$ cat src/rrpf_pkg.sv
// ----------------------------------------------------------------------------
// rrpf_pkg
// Shared widths, limits and handshake structs of the repulsive r^-12 pair
// force block.
// ----------------------------------------------------------------------------
package rrpf_pkg;

    // Wide datapath: s^7 needs 441 bits, shifted divisor up to 488 bits
    localparam int W      = 512;
    localparam int LIMB_W = 32;
    localparam int LIMBS  = W / LIMB_W;

    // Fixed-point scaling of the energy and force quotients
    localparam int E_SHIFT = 192;
    localparam int F_SHIFT = 208;
    localparam int E_QBITS = 48;
    localparam int F_QBITS = 47;

    // Saturation limits
    localparam logic [48:0]        EMAX = 49'h1_FFFF_FFFF_FFFF;
    localparam logic signed [49:0] FMAX = 50'sh0_7FFF_FFFF_FFFF;
    localparam logic signed [49:0] FMIN = -50'sh0_8000_0000_0000;
    localparam logic [15:0]        CNT_MAX = 16'hFFFF;

    localparam int NUM_TYPES_DEF = 2;

    // Configuration register indexes
    localparam logic [2:0] CFG_CUTOFF = 3'd0;
    localparam logic [2:0] CFG_C00    = 3'd1;
    localparam logic [2:0] CFG_C01    = 3'd2;
    localparam logic [2:0] CFG_C10    = 3'd3;
    localparam logic [2:0] CFG_C11    = 3'd4;

    // Divider request
    typedef struct packed {
        logic start;
        logic force_mode;
    } div_req_t;

    // Status of a shared unit
    typedef struct packed {
        logic busy;
        logic done;
    } unit_status_t;

endpackage

$ cat src/rrpf_divider.sv
// ----------------------------------------------------------------------------
// rrpf_divider
// Restoring bit-serial divider with saturation, one quotient bit per cycle.
// ----------------------------------------------------------------------------
module rrpf_divider (
    input  logic                     aclk,
    input  logic                     aresetn,
    input  rrpf_pkg::div_req_t       req,
    input  logic [rrpf_pkg::W-1:0]   num,
    input  logic [rrpf_pkg::W-1:0]   den,
    output logic [47:0]              quot,
    output rrpf_pkg::unit_status_t   status
);
    typedef enum logic [1:0] {ST_IDLE, ST_CHK, ST_RUN} state_t;

    state_t                  state_reg;
    logic [rrpf_pkg::W-1:0]  r_reg;
    logic [rrpf_pkg::W-1:0]  t_reg;
    logic [47:0]             q_reg;
    logic [5:0]              cnt_reg;
    logic                    fmode_reg;
    logic                    done_reg;
    logic                    ge;
    logic [rrpf_pkg::W-1:0]  diff;

    // Shared compare and subtract
    assign diff = r_reg - t_reg;
    assign ge   = (r_reg >= t_reg);

    always_ff @(posedge aclk) begin
        if (!aresetn) begin
            state_reg <= ST_IDLE;
            done_reg  <= 1'b0;
            cnt_reg   <= '0;
        end else begin
            done_reg <= 1'b0;
            unique case (state_reg)
                ST_IDLE: begin
                    if (req.start) begin
                        r_reg     <= num;
                        t_reg     <= req.force_mode ? (den << rrpf_pkg::F_QBITS)
                                                    : (den << rrpf_pkg::E_QBITS);
                        fmode_reg <= req.force_mode;
                        q_reg     <= '0;
                        state_reg <= ST_CHK;
                    end
                end
                ST_CHK: begin
                    // Quotient too large for its field: saturate
                    if (ge) begin
                        q_reg     <= fmode_reg ? {1'b0, {47{1'b1}}} : {48{1'b1}};
                        done_reg  <= 1'b1;
                        state_reg <= ST_IDLE;
                    end else begin
                        t_reg     <= t_reg >> 1;
                        cnt_reg   <= fmode_reg ? 6'(rrpf_pkg::F_QBITS - 1)
                                               : 6'(rrpf_pkg::E_QBITS - 1);
                        state_reg <= ST_RUN;
                    end
                end
                ST_RUN: begin
                    if (ge) begin
                        r_reg <= diff;
                    end
                    q_reg <= {q_reg[46:0], ge};
                    t_reg <= t_reg >> 1;
                    if (cnt_reg == 6'd0) begin
                        done_reg  <= 1'b1;
                        state_reg <= ST_IDLE;
                    end else begin
                        cnt_reg <= cnt_reg - 1'b1;
                    end
                end
                default: state_reg <= ST_IDLE;
            endcase
        end
    end

    assign quot        = q_reg;
    assign status.busy = (state_reg != ST_IDLE);
    assign status.done = done_reg;

endmodule

$ cat config.mk
export PLATFORM = sky130hd
export DESIGN_NAME = rrpf_divider
export DESIGN_NICKNAME = d
export VERILOG_FILES = /design/src/rrpf_pkg.sv /design/src/rrpf_divider.sv
export SDC_FILE = /design/constraint.sdc
export NUM_CORES = 2
export LEC_CHECK = 0
export BUFFER_PORTS_ARGS = -buffer_cell sky130_fd_sc_hd__buf_2
export CAP_MARGIN = 15
export CORE_MARGIN = 2
export CORE_UTILIZATION = 50
export DETAILED_ROUTE_END_ITERATION = 7
export PLACE_DENSITY = 0.7
export SLEW_MARGIN = 20
export SYNTH_ARGS = -nofsm -noshare
export SYNTH_HDL_FRONTEND = slang
export SYNTH_SLANG_ARGS = --single-unit
$ cat constraint.sdc
create_clock -name aclk -period 49.6 [get_ports aclk]
set_input_delay 9.92 -clock aclk [delete_from_list [all_inputs] [get_ports aclk]]
set_output_delay 9.92 -clock aclk [all_outputs]
set_load 0.005 [all_outputs]
Yosys cells after proc, flatten, opt, wreduce, memory -nomap -nowiden. Cells that the tools add are included. Widths: inputs -> output; s select.

Flip-flop bits (word level): 1082. Bits in latches: 0. RAM bits: 0. Bits in read-only memories: 0. Input port bits: 1028. Output and inout bits: 50. Logic and storage cells: 52. Memories: 0.

$add $sub $neg: 2. Multiply operators: 0. Div/mod/pow operators: 0. Magnitude comparators: 1. Equality and inequality tests: 8. Shift-type cells: 0. Multiplexer cells: 22. Bitwise operators: 0. Reductions and logical operators: 12.

Operators with widths (number): $mux 512 (5); $pmux 512 s3 (1); $pmux 512 s2 (1); $ge 512x512->1 (1); $sub 512x512->512 (1); $mux 48 (3); $pmux 48 s3 (1); $mux 6 (2); $ne 2x2->1 const B (6); $pmux 6 s2 (1); $reduce_and 4->1 (3); $logic_not 6->1 (1); $mux 2 (3); $pmux 2 s3 (1); $reduce_and 3->1 (2); $reduce_bool 2->1 (3); $sub 6x1->6 const B (1); $mux 1 (3); $reduce_bool 3->1 (1); $eq 2x1->1 const B (1); $eq 2x2->1 const B (1); $logic_not 2->1 (1); $pmux 1 s2 (1); $reduce_and 2->1 (1).

Depth between registers and ports, before layout.
Depth after elaboration: 3. Mapped depth: 21. Mapped depth without buffers: 21.

Worst setup path before layout. Ideal clock, no wire load.

Path type: input-to-reg. Start: in req[1] (netlist bit). End: reg t_reg[0] (netlist bit), enable pin. Library setup time: 2.020 ns. Data arrival time: 44.621 ns. Data required time: 47.580 ns. Slack: 2.959 ns. Stages: 3. Path buffers: 0. Path through: nand2b_1 > nand2_1 > nor3_1.

Cells in the longest elaborated chain, start to end: 2.

RTL lines: start, declared (line rrpf_divider.sv:8) `input rrpf_pkg::div_req_t req,`; $ne 2x2->1 (no line); $reduce_and 4->1 (no line); end signal, assigned (line rrpf_divider.sv:41) `t_reg <= req.force_mode ? (den << rrpf_pkg::F_QBITS)`; end signal, assigned (line rrpf_divider.sv:55) `t_reg <= t_reg >> 1;`; end signal, assigned (line rrpf_divider.sv:66) `t_reg <= t_reg >> 1;`; end, declared (line rrpf_divider.sv:18) `logic [rrpf_pkg::W-1:0] t_reg;`.

No other way between the ends. A chain may end at the register's enable or synchronous reset.

Final worst setup path.
Start: in req[0] (netlist bit). End: reg t_reg[273] (netlist bit) (data pin).

Cells in the longest elaborated chain, start to end: 3.

RTL lines: $mux 512 (line rrpf_divider.sv:41); $mux 512 (line rrpf_divider.sv:39) `if (req.start) begin`; $pmux 512 s3 (line rrpf_divider.sv:37) `unique case (state_reg)`.

No other way between the ends. The select of a mux whose other input is x is not followed.

==> results by stage <==
Critical path:
- The sort of element at the end of the critical path is a flop.
- The nature of the critical path startpoint is an input port.
- STA puts the critical path data required time at 50.11 ns.
- In this run the worst path has a maximum fanout of 85.
- By startpoint and endpoint, the worst setup path is classified as in2reg.
- The launch point of the worst reg-to-reg path is r_reg[0].
- In this run the critical register-to-register path is captured at t_reg[278].
- The number of cell instances on the worst register-to-register path is 26.
- The slack of the worst reg-to-reg path is 40.07 ns.
- The worst endpoint data arrival time is 14.50 ns.

Detailed routing:
- The routed wire length is 438 mm.
- For this block, the via count after detailed routing is 94500.
- Dividing the detail-routed via count by the number of cells gives 6.60.
- The number of antenna-violating nets in the routed design is 0.
- The DRC violation count after routing is 2.
- The wire length per cell is 30.6 um.
- The first-pass iteration count of the detailed router is 8.
- For this block, the initial DRC count from the detailed router was 11700.

Clock network:
- The number of clock sinks seen by CTS is 1082.
- The number of buffers on the longest clock path is 3.
- Clock tree synthesis inserted a total of 132 buffers.
- After clock tree synthesis, the flow added hold-fix buffers numbering 0.
- TritonCTS built the clock tree.
- The root buffer cell chosen for the clock tree is sky130_fd_sc_hd__clkbuf_16.
- The depth of the CTS H-tree is 4.
- For the worst-skew pair, the clock arrives at the later sink with an insertion delay of 0.84 ns.
- The total setup buffers inserted after CTS is 0.
- The clock edge transition at the registers on the reported setup and hold paths is 0.06 ns.
- Gates resized during post-CTS repair numbered 0.

Global route:
- The via count of the first global-routing pass is 91200.
- The global-route usage over all layers is 44.3%.
- The largest net degree at the start of global routing is 145.
- The final global-route overflow total is 0.
- The global-route wire length before repair is 619 mm.
- The number of antenna violations at the first check in global routing was 64.

Yosys:
- Yosys attributes the largest share of cell area to sky130_fd_sc_hd__edfxtp_1 (35%), sky130_fd_sc_hd__ha_1 (7.0%), sky130_fd_sc_hd__o21ai_0 (6.7%), sky130_fd_sc_hd__a21oi_1 (6.4%), sky130_fd_sc_hd__mux2_2 (5.7%).
- The flip-flop and latch count after synthesis is 1082.
- The synthesized netlist contains 108 unique library cells.
- The number of nets handed over by synthesis was 12500.
- The cell area after synthesis is 0.0928 mm2.
- The synthesized instance count is 11000.
- By instance count, the leading cell after synthesis is sky130_fd_sc_hd__nand2_1.
- The largest area contributor in the synthesized netlist is sky130_fd_sc_hd__edfxtp_1.
- After synthesis, the most frequently instantiated cells are sky130_fd_sc_hd__nand2_1 (1387), sky130_fd_sc_hd__o21ai_0 (1243), sky130_fd_sc_hd__a21oi_1 (1190), sky130_fd_sc_hd__edfxtp_1 (1073), sky130_fd_sc_hd__nor2_1 (783).
- The mean cell area of the mapped netlist is 8.47 um2.
- In this run, synthesis inferred 1073 flip-flops with an integrated enable.
- The count of warnings emitted by yosys is 0.
- The portion of synthesized cell area occupied by the leading cell type is 34.7%.
- Among all flip-flop cells after synthesis, the most frequent one is sky130_fd_sc_hd__edfxtp_1.
- The share of flip-flops with an asynchronous set or reset is 0%.
- Sequential elements use 34.9% of the synthesized area.

STA:
- The shortest clock period the worst path allows after layout is 13.99 ns.
- The final-report hold violation count is 0.
- The slew at the pin with the worst max-slew slack is 1.25 ns.
- The upper clock frequency limit is 0.0715 GHz.
- The final setup violation count is 0.
- The worst-case clock skew is 0.0523 ns.
- The final count of pins violating max slew is 0.
- Setup repair after global routing left no endpoint under its margin.
- The share of the clock period used by the worst path is 28.2%.
- The total negative setup slack is 0 ns.
- The final setup slack of the worst path is 35.61 ns.
- The worst pin sits at a relative slew slack of 15.8%.

Placed design:
- In this run the tool buffered the top-level ports with 1030 buffer cells.
- Prior to clock tree synthesis, the placed netlist has a worst setup slack of 34.92 ns.
- Detailed placement finished with a half-perimeter wire length of 362 mm.
- The number of cells in the design after placement is 14000.
- The routability congestion estimate is 1.07.

Outcome:
- The checks that failed: DRC.
- The run finished, with violations left.

Power and ir drop:
- The net switching power is 0.00168 W.
- Cell internal power was estimated by the tool at 0.00225 W.
- Summed over all cells, the static leakage comes to 41.5 nW.
- Net switching is 42.6% of the power.
- The total power per unit cell area is 37.6 mW/mm2.
- The relative contribution of sequential cells to total power is 30.7%.
- The power share of the combinational group is 43.0%.
- The portion of total power attributed to the clock network is 26.3%.
- The largest vdd supply drop is 0.0000418 V.

Cells and area:
- For this run, the number of standard cells in the final layout without fillers is 14300.
- The final-stage net count is 13200.
- The area growth from synthesis to layout is 12.6%.
- The ratio of cells with drive above 1 in the final layout is 16.4%.

Floorplanning:
- The horizontal die dimension is 435 um.
- The die is 435 um tall.
- The top-level port count is 1078.
- After floorplanning, the core was divided into 158 placement rows.
- The core region is 0.185 mm2.
- The floorplan die area is 0.189 mm2.
- The starting density of the core is 50.2%.

Min path:
- The hold-critical path depth is 2.
- In this run the worst hold path is classified as reg2reg.
- The end of the worst hold path is cnt_reg[1].
- The startpoint identified for the worst hold timing path is cnt_reg[1].

Run:
- The tool flagged a number of max-cap violations equal to 0.
## layout by cell type (no fill, tap or decap), types with 176 or more instances in the layout
cell                       instances
sky130_fd_sc_hd__xnor2_1         300
sky130_fd_sc_hd__o21bai_1        176
sky130_fd_sc_hd__a21o_1          284
sky130_fd_sc_hd__ha_1            515
sky130_fd_sc_hd__nand4_1         351
sky130_fd_sc_hd__nand2_1        1387
sky130_fd_sc_hd__inv_1           703
sky130_fd_sc_hd__o21ai_0        1242
sky130_fd_sc_hd__edfxtp_1       1073
sky130_fd_sc_hd__a21oi_1        1189
sky130_fd_sc_hd__xor2_1          201
sky130_fd_sc_hd__nor2_1          782
sky130_fd_sc_hd__mux2i_1         466
sky130_fd_sc_hd__buf_2          1029
sky130_fd_sc_hd__mux2_2          473
## through the flow
stage | cell area, um2 | utilization, % | hold slack (ns) | total power, W
2_1_floorplan | 92800 | - | 0.440 | 0.00232
3_3_place_gp | 99800 | 54.0 | 0.450 | 0.00280
3_5_place_dp | 99800 | 54.0 | 0.471 | 0.00283
4_1_cts | 104000 | 56.4 | 0.477 | 0.00386
5_1_grt | 104000 | 56.5 | 0.512 | 0.00406
6_report | 105000 | 56.5 | 0.482 | 0.00393
## logic make-up (layout without fill, tap and decap cells)
family                   after synthesis  count (layout)  synth area share (%)
multiplexers                         940             940                  10.8
AND/OR/NAND/NOR                     3243            3243                  15.9
XOR/XNOR                             501             501                  4.73
other                                  0              55                     0
adder cells (fa/ha/maj)              519             519                  7.00
AO/OA/AOI/OAI                       3433            3433                  21.6
buffers and inverters               1242            2074                  5.10
flip-flops                          1082            1082                  34.9
## power by group through the flow
stage | registers, W | logic (W) | clock network (W)
floorplan | 0.00128 | 0.00103 | 0
global placement | 0.00121 | 0.00159 | 0
detailed placement | 0.00122 | 0.00161 | 0
CTS | 0.00120 | 0.00163 | 0.00103
global route | 0.00121 | 0.00178 | 0.00107
finish | 0.00121 | 0.00169 | 0.00104
## routing by layer
metal  GRT usage [%]  part of all wire, %
met1            53.8                   37
met2            69.7                   44
met3            7.44                  8.8
met4            35.0                  9.6
met5               0                0.010
## cell type report
class / count / area [um2]
Antenna cell: 55 / 138
Clock buffer: 151 / 3370
Clock inverter: 90 / 1130
Inverter: 704 / 2650
Sequential cell: 1082 / 32400
Fill cell: 16200 / 80500
Tap cell: 2480 / 3100
Timing Repair Buffer: 1129 / 5940
Multi-Input combinational cell: 8636 / 55800
## critical path, cell delays in order
cell	delay (ns)
sky130_fd_sc_hd__buf_8	0.61
sky130_fd_sc_hd__buf_4	0.77
sky130_fd_sc_hd__buf_4	0.71
sky130_fd_sc_hd__buf_4	0.84
sky130_fd_sc_hd__buf_4	0.91
sky130_fd_sc_hd__mux2i_1	0.30
sky130_fd_sc_hd__o21ai_0	0.11
## worst max path at each step
stage               startpoint    endpoint  slack, ns  cells past startpoint
floorplan               req[1]    t_reg[0]       2.96                      3
global placement        req[0]  t_reg[268]      35.15                      7
finish                  req[0]  t_reg[273]      35.61                      7
CTS                     req[0]  t_reg[266]      35.77                      7
global route            req[0]  t_reg[266]      35.43                      7
detailed placement      req[0]  t_reg[273]      34.92                      7
Note: power is estimated with default switching activity, not from simulation.
